--- src/rtl/core/stepped_freq_governor_defines.svh ---
// ----------------------------------------------------------------------------
// stepped frequency governor assertion macros
// shared property forms for the concurrent checks of the governor core
// ----------------------------------------------------------------------------
`ifndef STEPPED_FREQ_GOVERNOR_DEFINES_SVH
`define STEPPED_FREQ_GOVERNOR_DEFINES_SVH

// same-cycle implication, disabled while reset is held
`define SFG_ASSERT_NOW(label, ante, cons, msg) \
	label: assert property (@(posedge clk) disable iff (!arst_n) (ante) |-> (cons)) \
		else $error(msg);

// next-cycle implication, disabled while reset is held
`define SFG_ASSERT_NEXT(label, ante, cons, msg) \
	label: assert property (@(posedge clk) disable iff (!arst_n) (ante) |=> (cons)) \
		else $error(msg);

`endif

--- src/rtl/core/sfg_pkg.sv ---
// ----------------------------------------------------------------------------
// sfg_pkg
// constants, register indexes and helpers for the stepped frequency governor
// ----------------------------------------------------------------------------
`default_nettype none

package sfg_pkg;

	// depth of the efficient step tables
	localparam int MAX_STEPS = 8;

	// configuration register indexes
	localparam logic [2:0] REG_FMAX       = 3'd0;
	localparam logic [2:0] REG_RATE_LIMIT = 3'd1;
	localparam logic [2:0] REG_NUM_FREQ   = 3'd2;
	localparam logic [2:0] REG_NUM_DELAY  = 3'd3;
	localparam logic [2:0] REG_UPD_LIMITS = 3'd4;

	// saturated frequency request
	localparam logic [23:0] FREQ_SAT = 24'hFFFFFF;

	typedef logic [2:0]  step_t;
	typedef logic [23:0] freq_t;
	typedef logic [31:0] delay_t;

	// clamp a step count into one to the table depth
	function automatic logic [3:0] clamp_count(input logic [3:0] n);
		logic [3:0] r;
		r = n;
		if (n == 4'd0) r = 4'd1;
		if (n > 4'(MAX_STEPS)) r = 4'(MAX_STEPS);
		return r;
	endfunction

endpackage

`default_nettype wire

--- src/rtl/core/stepped_freq_governor.sv ---
// ----------------------------------------------------------------------------
// stepped_freq_governor: a table write is done in idle; a rate-blocked update
// returns to idle; others multiply, run a 24-bit bit-serial divider, may scan
// up to 8 steps. One item at a time; the result sits in an output register and
// the next item is taken meanwhile, a later result waits while it is still full
// async active-low reset clears config, state and both step tables at once
// ----------------------------------------------------------------------------
`default_nettype none
`include "stepped_freq_governor_defines.svh"

module stepped_freq_governor (
	input  logic        clk,
	input  logic        arst_n,
	input  logic        cfg_valid,
	output logic        cfg_ready,
	input  logic [2:0]  cfg_index,
	input  logic [31:0] cfg_data,
	input  logic        in_valid,
	output logic        in_ready,
	input  logic        func,
	input  logic [63:0] time_ns,
	input  logic [11:0] utilization,
	input  logic [11:0] capacity,
	input  logic        limits_event,
	input  logic [2:0]  entry_index,
	input  logic [23:0] entry_freq_khz,
	input  logic [31:0] entry_delay_ns,
	output logic        out_valid,
	input  logic        out_ready,
	output logic [23:0] target_freq_khz,
	output logic [2:0]  step_now
);

	// sequencer states
	localparam logic [3:0] ST_IDLE = 4'd0;
	localparam logic [3:0] ST_RATE = 4'd1;
	localparam logic [3:0] ST_MUL  = 4'd2;
	localparam logic [3:0] ST_DIVS = 4'd3;
	localparam logic [3:0] ST_DIV  = 4'd4;
	localparam logic [3:0] ST_LIM  = 4'd5;
	localparam logic [3:0] ST_WIN  = 4'd6;
	localparam logic [3:0] ST_UNLK = 4'd7;
	localparam logic [3:0] ST_SCAN = 4'd8;
	localparam logic [3:0] ST_FIN  = 4'd9;
	localparam logic [3:0] ST_EMIT = 4'd10;

	logic [3:0]            state_q;

	// configuration registers
	sfg_pkg::freq_t        fmax_q;
	logic [31:0]           rate_limit_q;
	logic [3:0]            num_freq_q;
	logic [3:0]            num_delay_q;
	logic                  upd_limits_q;

	// governor state
	sfg_pkg::step_t        step_q;
	logic [63:0]           fht_q;
	logic [63:0]           last_change_q;
	sfg_pkg::freq_t        last_target_q;
	sfg_pkg::freq_t        cached_q;
	logic                  pending_q;
	logic                  force_q;
	sfg_pkg::freq_t        freq_tbl_q [sfg_pkg::MAX_STEPS];
	sfg_pkg::delay_t       delay_tbl_q [sfg_pkg::MAX_STEPS];

	// item payload and datapath
	logic [63:0]           time_q;
	logic [11:0]           util_q;
	logic [11:0]           cap_q;
	logic [36:0]           prod_q;
	logic [11:0]           rem_q;
	sfg_pkg::freq_t        freq_q;
	logic [4:0]            bit_cnt_q;
	sfg_pkg::step_t        scan_q;
	logic [63:0]           win_end_q;

	// output register
	logic                  out_valid_q;
	sfg_pkg::freq_t        out_target_q;
	sfg_pkg::step_t        out_step_q;

	logic                  accept;
	logic                  out_load;
	sfg_pkg::step_t        tbl_addr;
	sfg_pkg::freq_t        tbl_freq;
	sfg_pkg::delay_t       tbl_delay;
	logic [3:0]            nf_cnt;
	logic [3:0]            nd_cnt;
	sfg_pkg::step_t        nf_m1;
	sfg_pkg::step_t        nd_m1;
	logic [3:0]            step_inc;
	logic                  can_unlock;
	logic [12:0]           util_adj;
	logic [63:0]           time_diff;
	logic                  rate_block;
	logic [12:0]           div_trial;
	logic                  div_ge;
	logic [12:0]           div_sub;
	logic                  div_sat;
	sfg_pkg::freq_t        fin_next;
	logic                  fin_emit;

	// handshakes
	assign cfg_ready       = 1'b1;
	assign in_ready        = (state_q == ST_IDLE);
	assign accept          = in_valid & in_ready;
	assign out_valid       = out_valid_q;
	assign target_freq_khz = out_target_q;
	assign step_now        = out_step_q;
	// result moves into the output register once that is free
	assign out_load        = (state_q == ST_EMIT) && (!out_valid_q || out_ready);

	// single table read port, scan counter during the drop search
	assign tbl_addr  = (state_q == ST_SCAN) ? scan_q : step_q;
	assign tbl_freq  = freq_tbl_q[tbl_addr];
	assign tbl_delay = delay_tbl_q[tbl_addr];

	// step counts and unlock test
	assign nf_cnt     = sfg_pkg::clamp_count(num_freq_q);
	assign nd_cnt     = sfg_pkg::clamp_count(num_delay_q);
	assign nf_m1      = 3'(nf_cnt - 4'd1);
	assign nd_m1      = 3'(nd_cnt - 4'd1);
	assign step_inc   = {1'b0, step_q} + 4'd1;
	assign can_unlock = (step_inc <= {1'b0, nf_m1}) && (step_inc <= {1'b0, nd_m1});

	// rate limit, utilisation headroom
	assign util_adj   = {1'b0, util_q} + {3'b000, util_q[11:2]};
	assign time_diff  = time_q - last_change_q;
	assign rate_block = time_diff[63] || (time_diff < {32'd0, rate_limit_q});

	// one restoring divide step; quotient bits shift in behind the dividend
	assign div_trial = {rem_q, freq_q[23]};
	assign div_ge    = (div_trial >= {1'b0, cap_q});
	assign div_sub   = div_trial - {1'b0, cap_q};
	// quotient overflows 24 bits, also covers zero capacity
	assign div_sat   = (prod_q[36:24] >= {1'b0, cap_q});

	// change filter
	assign fin_next = (freq_q == cached_q && !force_q) ? last_target_q : freq_q;
	assign fin_emit = force_q ? !(last_target_q == fin_next && !upd_limits_q)
	                          : (last_target_q != fin_next);

	// configuration registers
	always_ff @(posedge clk or negedge arst_n) begin
		if (!arst_n) begin
			fmax_q       <= '0;
			rate_limit_q <= '0;
			num_freq_q   <= 4'd1;
			num_delay_q  <= 4'd1;
			upd_limits_q <= 1'b0;
		end else if (cfg_valid && cfg_ready) begin
			case (cfg_index)
				sfg_pkg::REG_FMAX:       fmax_q       <= cfg_data[23:0];
				sfg_pkg::REG_RATE_LIMIT: rate_limit_q <= cfg_data;
				sfg_pkg::REG_NUM_FREQ:   num_freq_q   <= cfg_data[3:0];
				sfg_pkg::REG_NUM_DELAY:  num_delay_q  <= cfg_data[3:0];
				sfg_pkg::REG_UPD_LIMITS: upd_limits_q <= cfg_data[0];
				default: ;
			endcase
		end
	end

	// step tables, cleared at reset
	always_ff @(posedge clk or negedge arst_n) begin
		if (!arst_n) begin
			for (int i = 0; i < sfg_pkg::MAX_STEPS; i++) begin
				freq_tbl_q[i]  <= '0;
				delay_tbl_q[i] <= '0;
			end
		end else if (accept && func && ({1'b0, entry_index} < 4'(sfg_pkg::MAX_STEPS))) begin
			freq_tbl_q[entry_index]  <= entry_freq_khz;
			delay_tbl_q[entry_index] <= entry_delay_ns;
		end
	end

	// datapath registers
	always_ff @(posedge clk) begin
		if (accept) begin
			time_q <= time_ns;
			util_q <= utilization;
			cap_q  <= capacity;
		end
		case (state_q)
			ST_MUL: begin
				prod_q <= 37'(fmax_q) * 37'(util_adj);
			end
			ST_DIVS: begin
				if (div_sat) begin
					freq_q <= sfg_pkg::FREQ_SAT;
				end else begin
					rem_q     <= prod_q[35:24];
					freq_q    <= prod_q[23:0];
					bit_cnt_q <= 5'd23;
				end
			end
			ST_DIV: begin
				rem_q     <= div_ge ? div_sub[11:0] : div_trial[11:0];
				freq_q    <= {freq_q[22:0], div_ge};
				bit_cnt_q <= bit_cnt_q - 5'd1;
			end
			ST_LIM: begin
				if (freq_q > tbl_freq && fht_q == 64'd0) begin
					freq_q <= tbl_freq;
				end else if (freq_q < tbl_freq) begin
					scan_q <= '0;
				end else begin
					win_end_q <= fht_q + {32'd0, tbl_delay};
				end
			end
			ST_WIN: begin
				if (fht_q != 64'd0 && time_q < win_end_q) freq_q <= tbl_freq;
			end
			ST_UNLK: begin
				if (freq_q > tbl_freq) freq_q <= tbl_freq;
			end
			ST_SCAN: begin
				scan_q <= scan_q + 3'd1;
			end
			ST_EMIT: begin
				if (out_load) begin
					out_target_q <= last_target_q;
					out_step_q   <= step_q;
				end
			end
			default: ;
		endcase
	end

	// output valid flag
	always_ff @(posedge clk or negedge arst_n) begin
		if (!arst_n) begin
			out_valid_q <= 1'b0;
		end else if (out_load) begin
			out_valid_q <= 1'b1;
		end else if (out_ready) begin
			out_valid_q <= 1'b0;
		end
	end

	// sequencer and governor state
	always_ff @(posedge clk or negedge arst_n) begin
		if (!arst_n) begin
			state_q       <= ST_IDLE;
			step_q        <= '0;
			fht_q         <= '0;
			last_change_q <= '0;
			last_target_q <= '0;
			cached_q      <= '0;
			pending_q     <= 1'b0;
			force_q       <= 1'b0;
		end else begin
			case (state_q)
				ST_IDLE: begin
					if (accept) begin
						if (func) begin
							// table write, step falls back to the lowest entry
							step_q    <= '0;
							pending_q <= pending_q | limits_event;
						end else if (pending_q || limits_event) begin
							// limits event skips the rate limit
							pending_q <= 1'b0;
							force_q   <= 1'b1;
							state_q   <= ST_MUL;
						end else begin
							state_q <= ST_RATE;
						end
					end
				end
				ST_RATE: begin
					state_q <= rate_block ? ST_IDLE : ST_MUL;
				end
				ST_MUL: begin
					state_q <= ST_DIVS;
				end
				ST_DIVS: begin
					state_q <= div_sat ? ST_LIM : ST_DIV;
				end
				ST_DIV: begin
					if (bit_cnt_q == 5'd0) state_q <= ST_LIM;
				end
				ST_LIM: begin
					if (freq_q > tbl_freq && fht_q == 64'd0) begin
						// first high request opens the up-delay window
						fht_q   <= time_q;
						state_q <= ST_FIN;
					end else if (freq_q < tbl_freq) begin
						fht_q   <= '0;
						state_q <= ST_SCAN;
					end else begin
						state_q <= ST_WIN;
					end
				end
				ST_WIN: begin
					if (fht_q != 64'd0 && time_q < win_end_q) begin
						state_q <= ST_FIN;
					end else if (can_unlock) begin
						step_q  <= 3'(step_inc);
						fht_q   <= time_q;
						state_q <= ST_UNLK;
					end else begin
						state_q <= ST_FIN;
					end
				end
				ST_UNLK: begin
					state_q <= ST_FIN;
				end
				ST_SCAN: begin
					// lowest step that still covers the request
					if (tbl_freq >= freq_q) begin
						step_q  <= scan_q;
						state_q <= ST_FIN;
					end else if (scan_q == nf_m1) begin
						step_q  <= nf_m1;
						state_q <= ST_FIN;
					end
				end
				ST_FIN: begin
					if (freq_q != cached_q || force_q) cached_q <= freq_q;
					force_q <= 1'b0;
					if (fin_emit) begin
						last_target_q <= fin_next;
						last_change_q <= time_q;
						state_q       <= ST_EMIT;
					end else begin
						state_q <= ST_IDLE;
					end
				end
				ST_EMIT: begin
					if (out_load) state_q <= ST_IDLE;
				end
				default: begin
					state_q <= ST_IDLE;
				end
			endcase
		end
	end

	// checks
	`SFG_ASSERT_NOW(a_div_rem_below_cap, state_q == ST_DIV, rem_q < cap_q,
		"divider remainder not below capacity")
	`SFG_ASSERT_NEXT(a_write_resets_step, accept && func, step_q == 3'd0,
		"table write did not reset the step")
	`SFG_ASSERT_NEXT(a_emit_loads_output, state_q == ST_EMIT && (!out_valid_q || out_ready),
		out_valid_q && in_ready, "emit did not load the output register")

endmodule

`default_nettype wire

--- config.mk ---
export PLATFORM = sky130hd
export DESIGN_NAME = stepped_freq_governor
export DESIGN_NICKNAME = d
export VERILOG_FILES = /design/src/rtl/core/sfg_pkg.sv /design/src/rtl/core/stepped_freq_governor.sv
export VERILOG_INCLUDE_DIRS = /design/src /design/src/rtl/core
export SDC_FILE = /design/constraint.sdc
export NUM_CORES = 2
export LEC_CHECK = 0
export ABC_AREA = 1
export ABC_CLOCK_PERIOD_IN_PS = 8200
export BUFFER_PORTS_ARGS = -buffer_cell sky130_fd_sc_hd__buf_2
export CAP_MARGIN = 20
export CORE_MARGIN = 5
export CORE_UTILIZATION = 30
export CTS_BUF_LIST = sky130_fd_sc_hd__clkbuf_4 sky130_fd_sc_hd__clkbuf_8
export DETAILED_ROUTE_END_ITERATION = 6
export GPL_ROUTABILITY_DRIVEN = 0
export GPL_TIMING_DRIVEN = 0
export SYNTH_ARGS = -nofsm -noshare
export SYNTH_HDL_FRONTEND = slang
export SYNTH_SLANG_ARGS = --single-unit
--- constraint.sdc ---
create_clock -name clk -period 8.2 [get_ports clk]
set_clock_uncertainty 0.1 [all_clocks]
set_input_delay 1.64 -clock clk [delete_from_list [all_inputs] [get_ports clk]]
set_output_delay 1.64 -clock clk [all_outputs]
set_load 0.02 [all_outputs]
# == Word level (Yosys, flattened, before mapping) ==
# Index checks and enable logic that the tools add are counted.
# totals
ff_bits,959
inputBits,189
# classes
add_sub_neg,9
mul,1
n_lt_le_gt_ge,14
n_eq_ne,35
n_mux,67
bitwise,6
n_reduce_logical,48
# op_table
operator,n
bitwise mux 256 bit,1
two-way mux 64 bit,4
bitwise mux 192 bit,1
two-way mux 24 bit,8
one-hot mux 64 bit (2 select lines),1
one-hot mux 24 bit (5 select lines),1
binary-select mux 32 bit (select 3 bit),1
demux 32 bit (select 3 bit),1
two-way mux 32 bit,3
binary-select mux 24 bit (select 3 bit),1
demux 24 bit (select 3 bit),1
adder 64 x 32 -> 64 bit,1
zero test 64 bit,1
less-than comparator 64 x 32 -> 1 bit,1
less-than comparator 64 bit,1
nonzero test 64 bit,1
subtractor 64 bit,1
equality test 24 bit,2
!= test 24 bit,2
two-way mux 4 bit,11
one-hot mux 4 bit (11 select lines),1
two-way mux 3 bit,13
multiplier 24 x 13 -> 37 bit,1
greater-or-equal comparator 13 x 12 -> 1 bit,2
other kinds (52),119

# == Longest topological paths before layout ==
# depth
word_depth,10
depth_mapped,41
ltp_nobuf,40

# == Worst setup path before layout ==
# OpenSTA, ideal clock, no wires.
# synth_timing
path_kind,register to register
start,register util_q[2]
end,"register prod_q[31], data pin"
arrival_ps,7158
required_time_ps,7841
setup_slack_ps,683
stages_incl_launch_ff,39
path_buffers,1
path_cell_list,edfxtp_1 -> ha_1 -> inv_1 -> fa_1 -> inv_1 -> nand3_1 -> nand2_1 -> nand2_1 -> nand2_1 -> nand2_1 -> nand2_1 -> nand2_1 -> nand2_1 -> a21oi_1 -> or2_2 -> nand2_1 -> a21oi_1 -> nor3b_1 -> [... 3 more ...] -> fa_1 -> inv_1 -> fa_1 -> fa_1 -> inv_1 -> fa_1 -> inv_1 -> ha_1 -> a21oi_1 -> inv_1 -> a31oi_1 -> a21boi_0 -> o21ai_0 -> a21boi_0 -> o21bai_1 -> nand2_1 -> nand2_1 -> xor2_1
# synth_between
elab_chain_len,2
# synth_rtl
element,line_no,rtl
start: declaration,stepped_freq_governor.sv:69,logic [11:0] util_q;
start signal: assignment,stepped_freq_governor.sv:181,util_q <= utilization;
adder 12 x 10 -> 13 bit,stepped_freq_governor.sv:128,"assign util_adj = {1'b0, util_q} + {3'b000, util_q[11:2]};"
multiplier 24 x 13 -> 37 bit,stepped_freq_governor.sv:186,prod_q <= 37'(fmax_q) * 37'(util_adj);
end signal: assignment,stepped_freq_governor.sv:186,
end: declaration,stepped_freq_governor.sv:71,logic [36:0] prod_q;
# Every way passes these cells.
# A chain may end at the register's enable or synchronous reset.

# == Final worst setup path ==
# layout_timing
start,register util_q[2]
end,"register prod_q[35], data pin"
# The elaborated chain is that of the path after synthesis.

==> flow_results.org <==
** Status
- The flow ran to the end, but the final reports show violations.
- The checks that failed: DRC.

** Cells and area
- The net count of the finished layout is slightly below 9,000.
- Synthesis-to-layout area growth :: 13.87%
- Leaving out fill and tap cells, the most frequent cell in the layout is sky130_fd_sc_hd__nand2_1.
- Filler Cell Count :: 21,480
- Of the cells placed in the final design, the portion with a size suffix greater than 1 is 0.07678.
- In the layout the commonest cells are sky130_fd_sc_hd__nand2_1 (1,998), sky130_fd_sc_hd__inv_1 (1,232), sky130_fd_sc_hd__o21ai_0 (883).
- The finished cells cover ~71,000 um^2.

** Placement
- Port buffer count :: around 220
- After detailed placement, the total cell area comes to 66,870 um^2.
- Detailed-placement wirelength estimate :: roughly 170,000 um

** Routing
- Total detailed-routing wirelength :: 212,500 um
- Number of DRC violations after detailed-routing iteration 0 :: just over 5,000
- Residual antenna-violating net count after detailed routing :: 0
- Highest routed layer :: met5
- Via-to-Cell Ratio :: around 5.0
- In the detailed route, the total length drawn on met2 is 93,810 um.
- In the routed design, unresolved DRC markers number 1.
- Met3 layer wire length in the routed design :: around 17,000 um
- Wire length per cell after detailed routing :: roughly 20 um
- First drt pass iteration count :: 7
- Routed vias :: 54,190
- For this block, wires on met1 add up to 88,550 um.

** Floorplan
- During I/O placement, the number of pins put on the boundary was 219.
- In this run the vertical extent of the chip is 464.6 um.
- In this run the horizontal extent of the chip is between 400 and 500 um.
- Floorplan row count :: 166
- Die Footprint :: between 200,000 and 250,000 um^2
- Placeable Area :: just over 200,000 um^2
- The initial utilization of the core area, before any placement, comes to 0.3021.

** Setup path
- Critical path arrival :: 8.27 ns
- Stage delay of the slowest cell on the critical path :: about 0.57 ns
- Slowest stage cell, crit path :: sky130_fd_sc_hd__fa_1
- CP endpoint kind :: flip-flop
- Of all nets on the critical path, the largest fanout is 10.
- Startpoint type of the worst setup path :: flip-flop
- Worst setup path category :: flip-flop to flip-flop
- Critical path required time :: slightly below 9 ns

** Clocking
- The tree built by TritonCTS fans out to around 960 sinks.
- At the later pin of the worst-skew pair, clock insertion delay measures between 0.9 and 1 ns.
- Number of buffers created by CTS :: around 170
- After clock tree synthesis, the clock-pin slew on the worst setup and hold paths is roughly 0.06 ns.
- H-tree levels :: 4
- CTS max path bufs :: 3
- Post-CTS Hold Fix Bufs :: 0
- The tree is rooted in a sky130_fd_sc_hd__clkbuf_8.
- TritonCTS built the clock tree.

** Logic synthesis
- Cells after synthesis :: ~7,600
- In the synthesized netlist the async set-or-reset flop fraction comes to 0.7289.
- Library cells used by synthesis :: between 50 and 60
- When the netlist entered floorplanning its net count stood at 8,420.
- A synthesized cell averages 8.110 um^2.
- Summed over all instances, the cell type with the most area after synthesis is sky130_fd_sc_hd__dfrtp_1.
- Register bit total from synthesis :: 959
- Warning count from the yosys run :: 0
- Netlist Area Pre-Place :: 62,000 um^2
- Ranking of synthesized cells by area :: sky130_fd_sc_hd__dfrtp_1 (28%), sky130_fd_sc_hd__edfxtp_1 (13%), sky130_fd_sc_hd__nand2_1 (12%)
- Prevailing post-synth register cell :: sky130_fd_sc_hd__dfrtp_1
- The share of the Yosys chip area taken by registers is 0.4081.
- Yosys mapped a number of flops with a built-in enable equal to between 200 and 300.
- Of the post-synthesis cell area, the dominant cell type holds 0.2813.

** Global route
- Entering global routing, the biggest net connects approximately 120 pins.
- For this run, the total global-route usage over all layers was measured as 0.1915.
- Grt ovf :: 0
- The initial antenna violation count is 20.
- The first global-routing pass estimated 319,500 um of wire.
- The number of global-route vias before repair is between 50,000 and 60,000.

** Timing
- Final period util :: 0.9444
- Hold is met by approximately 0.38 ns.
- Max-slew violation count :: 0
- Headroom to the max-slew limit :: 0.2544
- Highest attainable clock frequency :: roughly 130 MHz
- The number of hold violations in the final report is 0.
- Number of setup violations in the final report :: 0
- Crit path time final :: between 7 and 8 ns
- Transition time of the tightest slew-check pin :: 1.107 ns
- Setup repair after global routing missed its margin :: yes

** Run
- Max-cap check violation count :: 0

** Min path
- Hold Crit Class :: flip-flop to flip-flop
per-stage QoR:
| stage | std cells | setup WS, ns | setup TNS (ns) | utilization |
|---|---|---|---|---|
| 2_1_floorplan | 7645 | 0.6828 | 0 | - |
| 6_report | 10890 | 0.4563 | 0 | 0.3440 |
| 5_1_grt | 10880 | -0.05130 | -0.1438 | 0.3439 |
| 4_1_cts | 10870 | 0.02357 | 0 | 0.3433 |
| 3_3_place_gp | 10550 | -9.809 | -6740.18 | 0.3238 |
| 3_5_place_dp | 10570 | -0.6713 | -4.214 | 0.3259 |
worst paths after layout:
check / cells past startpoint / endpoint / slack (ns) / from
hold / removal: 2 / delay_tbl_q[67]$_DFFE_PN0P_ / 0.38 / delay_tbl_q[67]$_DFFE_PN0P_
setup / recovery: 29 / prod_q[35]$_DFFE_PP_ / 0.46 / util_q[2]$_DFFE_PP_
hold reg to reg: 2 / delay_tbl_q[67]$_DFFE_PN0P_ / 0.38 / delay_tbl_q[67]$_DFFE_PN0P_
max in group asynchronous: 4 / rate_limit_q[12]$_DFFE_PN0P_ / 5.48 / arst_n
min in group asynchronous: 1 / delay_tbl_q[103]$_DFFE_PN0P_ / 0.56 / arst_n
setup reg to reg: 29 / prod_q[35]$_DFFE_PP_ / 0.46 / util_q[2]$_DFFE_PP_
sequential cells by signal (all words and copies together) (netlist names), 4 cells and up:
| signal | flops |
|---|---|
| fht_q | 64 |
| fmax_q | 24 |
| bit_cnt_q | 5 |
| state_q | 4 |
| freq_tbl_q | 192 |
| cap_q | 12 |
| num_freq_q | 4 |
| last_target_q | 24 |
| num_delay_q | 4 |
| delay_tbl_q | 256 |
| target_freq_khz | 24 |
| time_q | 64 |
| win_end_q | 64 |
| util_q | 12 |
| prod_q | 37 |
| freq_q | 24 |
| last_change_q | 64 |
| rem_q | 12 |
| cached_q | 24 |
| rate_limit_q | 32 |
synth_stat cells, types with 2 or more instances:
cell type                     n
sky130_fd_sc_hd__a211oi_1     2
sky130_fd_sc_hd__a21boi_0     6
sky130_fd_sc_hd__a21o_1       6
sky130_fd_sc_hd__a21oi_1    436
sky130_fd_sc_hd__a22o_1      23
sky130_fd_sc_hd__a31oi_1     19
sky130_fd_sc_hd__a32o_1      32
sky130_fd_sc_hd__and2_1       2
sky130_fd_sc_hd__buf_1       18
sky130_fd_sc_hd__buf_2       27
sky130_fd_sc_hd__buf_4        3
sky130_fd_sc_hd__buf_6        6
sky130_fd_sc_hd__clkbuf_1   246
sky130_fd_sc_hd__clkinv_1     3
sky130_fd_sc_hd__dfrtp_1    697
sky130_fd_sc_hd__dfstp_2      2
sky130_fd_sc_hd__edfxtp_1   260
sky130_fd_sc_hd__fa_1       246
sky130_fd_sc_hd__ha_1       340
sky130_fd_sc_hd__inv_1     1234
sky130_fd_sc_hd__inv_2       21
sky130_fd_sc_hd__mux2i_1    110
sky130_fd_sc_hd__nand2_1   2000
sky130_fd_sc_hd__nand3_1    173
sky130_fd_sc_hd__nand3b_1    19
sky130_fd_sc_hd__nand4_1     50
sky130_fd_sc_hd__nor2_1     397
sky130_fd_sc_hd__nor2_2       2
sky130_fd_sc_hd__nor3_1      49
sky130_fd_sc_hd__nor4_1      19
sky130_fd_sc_hd__o211ai_1    56
sky130_fd_sc_hd__o21a_1      15
sky130_fd_sc_hd__o21ai_0    888
sky130_fd_sc_hd__o21ai_1     41
sky130_fd_sc_hd__o21bai_1    12
sky130_fd_sc_hd__o221ai_1     6
sky130_fd_sc_hd__o22ai_1      3
sky130_fd_sc_hd__o31ai_1      6
sky130_fd_sc_hd__or2_2       10
sky130_fd_sc_hd__xnor2_1     42
sky130_fd_sc_hd__xor2_1     106
logic make-up after synthesis:
group                    Yosys count  share of synthesized area
AO/OA/AOI/OAI                   1558                     0.1352
other                              1                 0.00006049
multiplexers                     110                    0.01776
flip-flops                       959                     0.4081
XOR/XNOR                         148                    0.02091
adder cells (fa/ha/maj)          586                     0.1480
buffers and inverters           1558                    0.09578
AND/OR/NAND/NOR                 2725                     0.1742
area by class of cell:
class                           instances  area, um^2  area share
Multi-Input combinational cell       5128       30870      0.4372
Clock inverter                         54       432.9    0.006132
Sequential cell                       959       25300      0.3584
Antenna cell                           11       27.53   0.0003899
Buffer                                299        1226     0.01737
Tap cell                             2688        3363     0.04764
Timing Repair Buffer                  247        1558     0.02207
Clock buffer                          247        3087     0.04372
Inverter                             1258        4732     0.06703
metal layers:
layer  vias to the layer above  GRT usage
li1                      25390          -
met1                     26160     0.2491
met2                      2160     0.2995
met3                       464    0.03672
met4                        20     0.1066
met5                         -          0
worst max-delay path, delay by kind of cell (launching register included):
kind | cells | cell delay (ns)
AO/OA/AOI/OAI | 7 | 1.33
adder cells (fa/ha/maj) | 7 | 3.40
buffers and inverters | 6 | 1.10
AND/OR/NAND/NOR | 9 | 1.11
flip-flops | 1 | 0.41
repair_timing:
action | in CTS | in global routing
buffers inserted | 4 | 6
resized for setup | 9 | 30
setup endpoints to repair | 14 | 15
pin swaps | 1 | 2
Power is not shown: default switching activity piles up to over one toggle a cycle in this logic, so the estimate is an artifact.
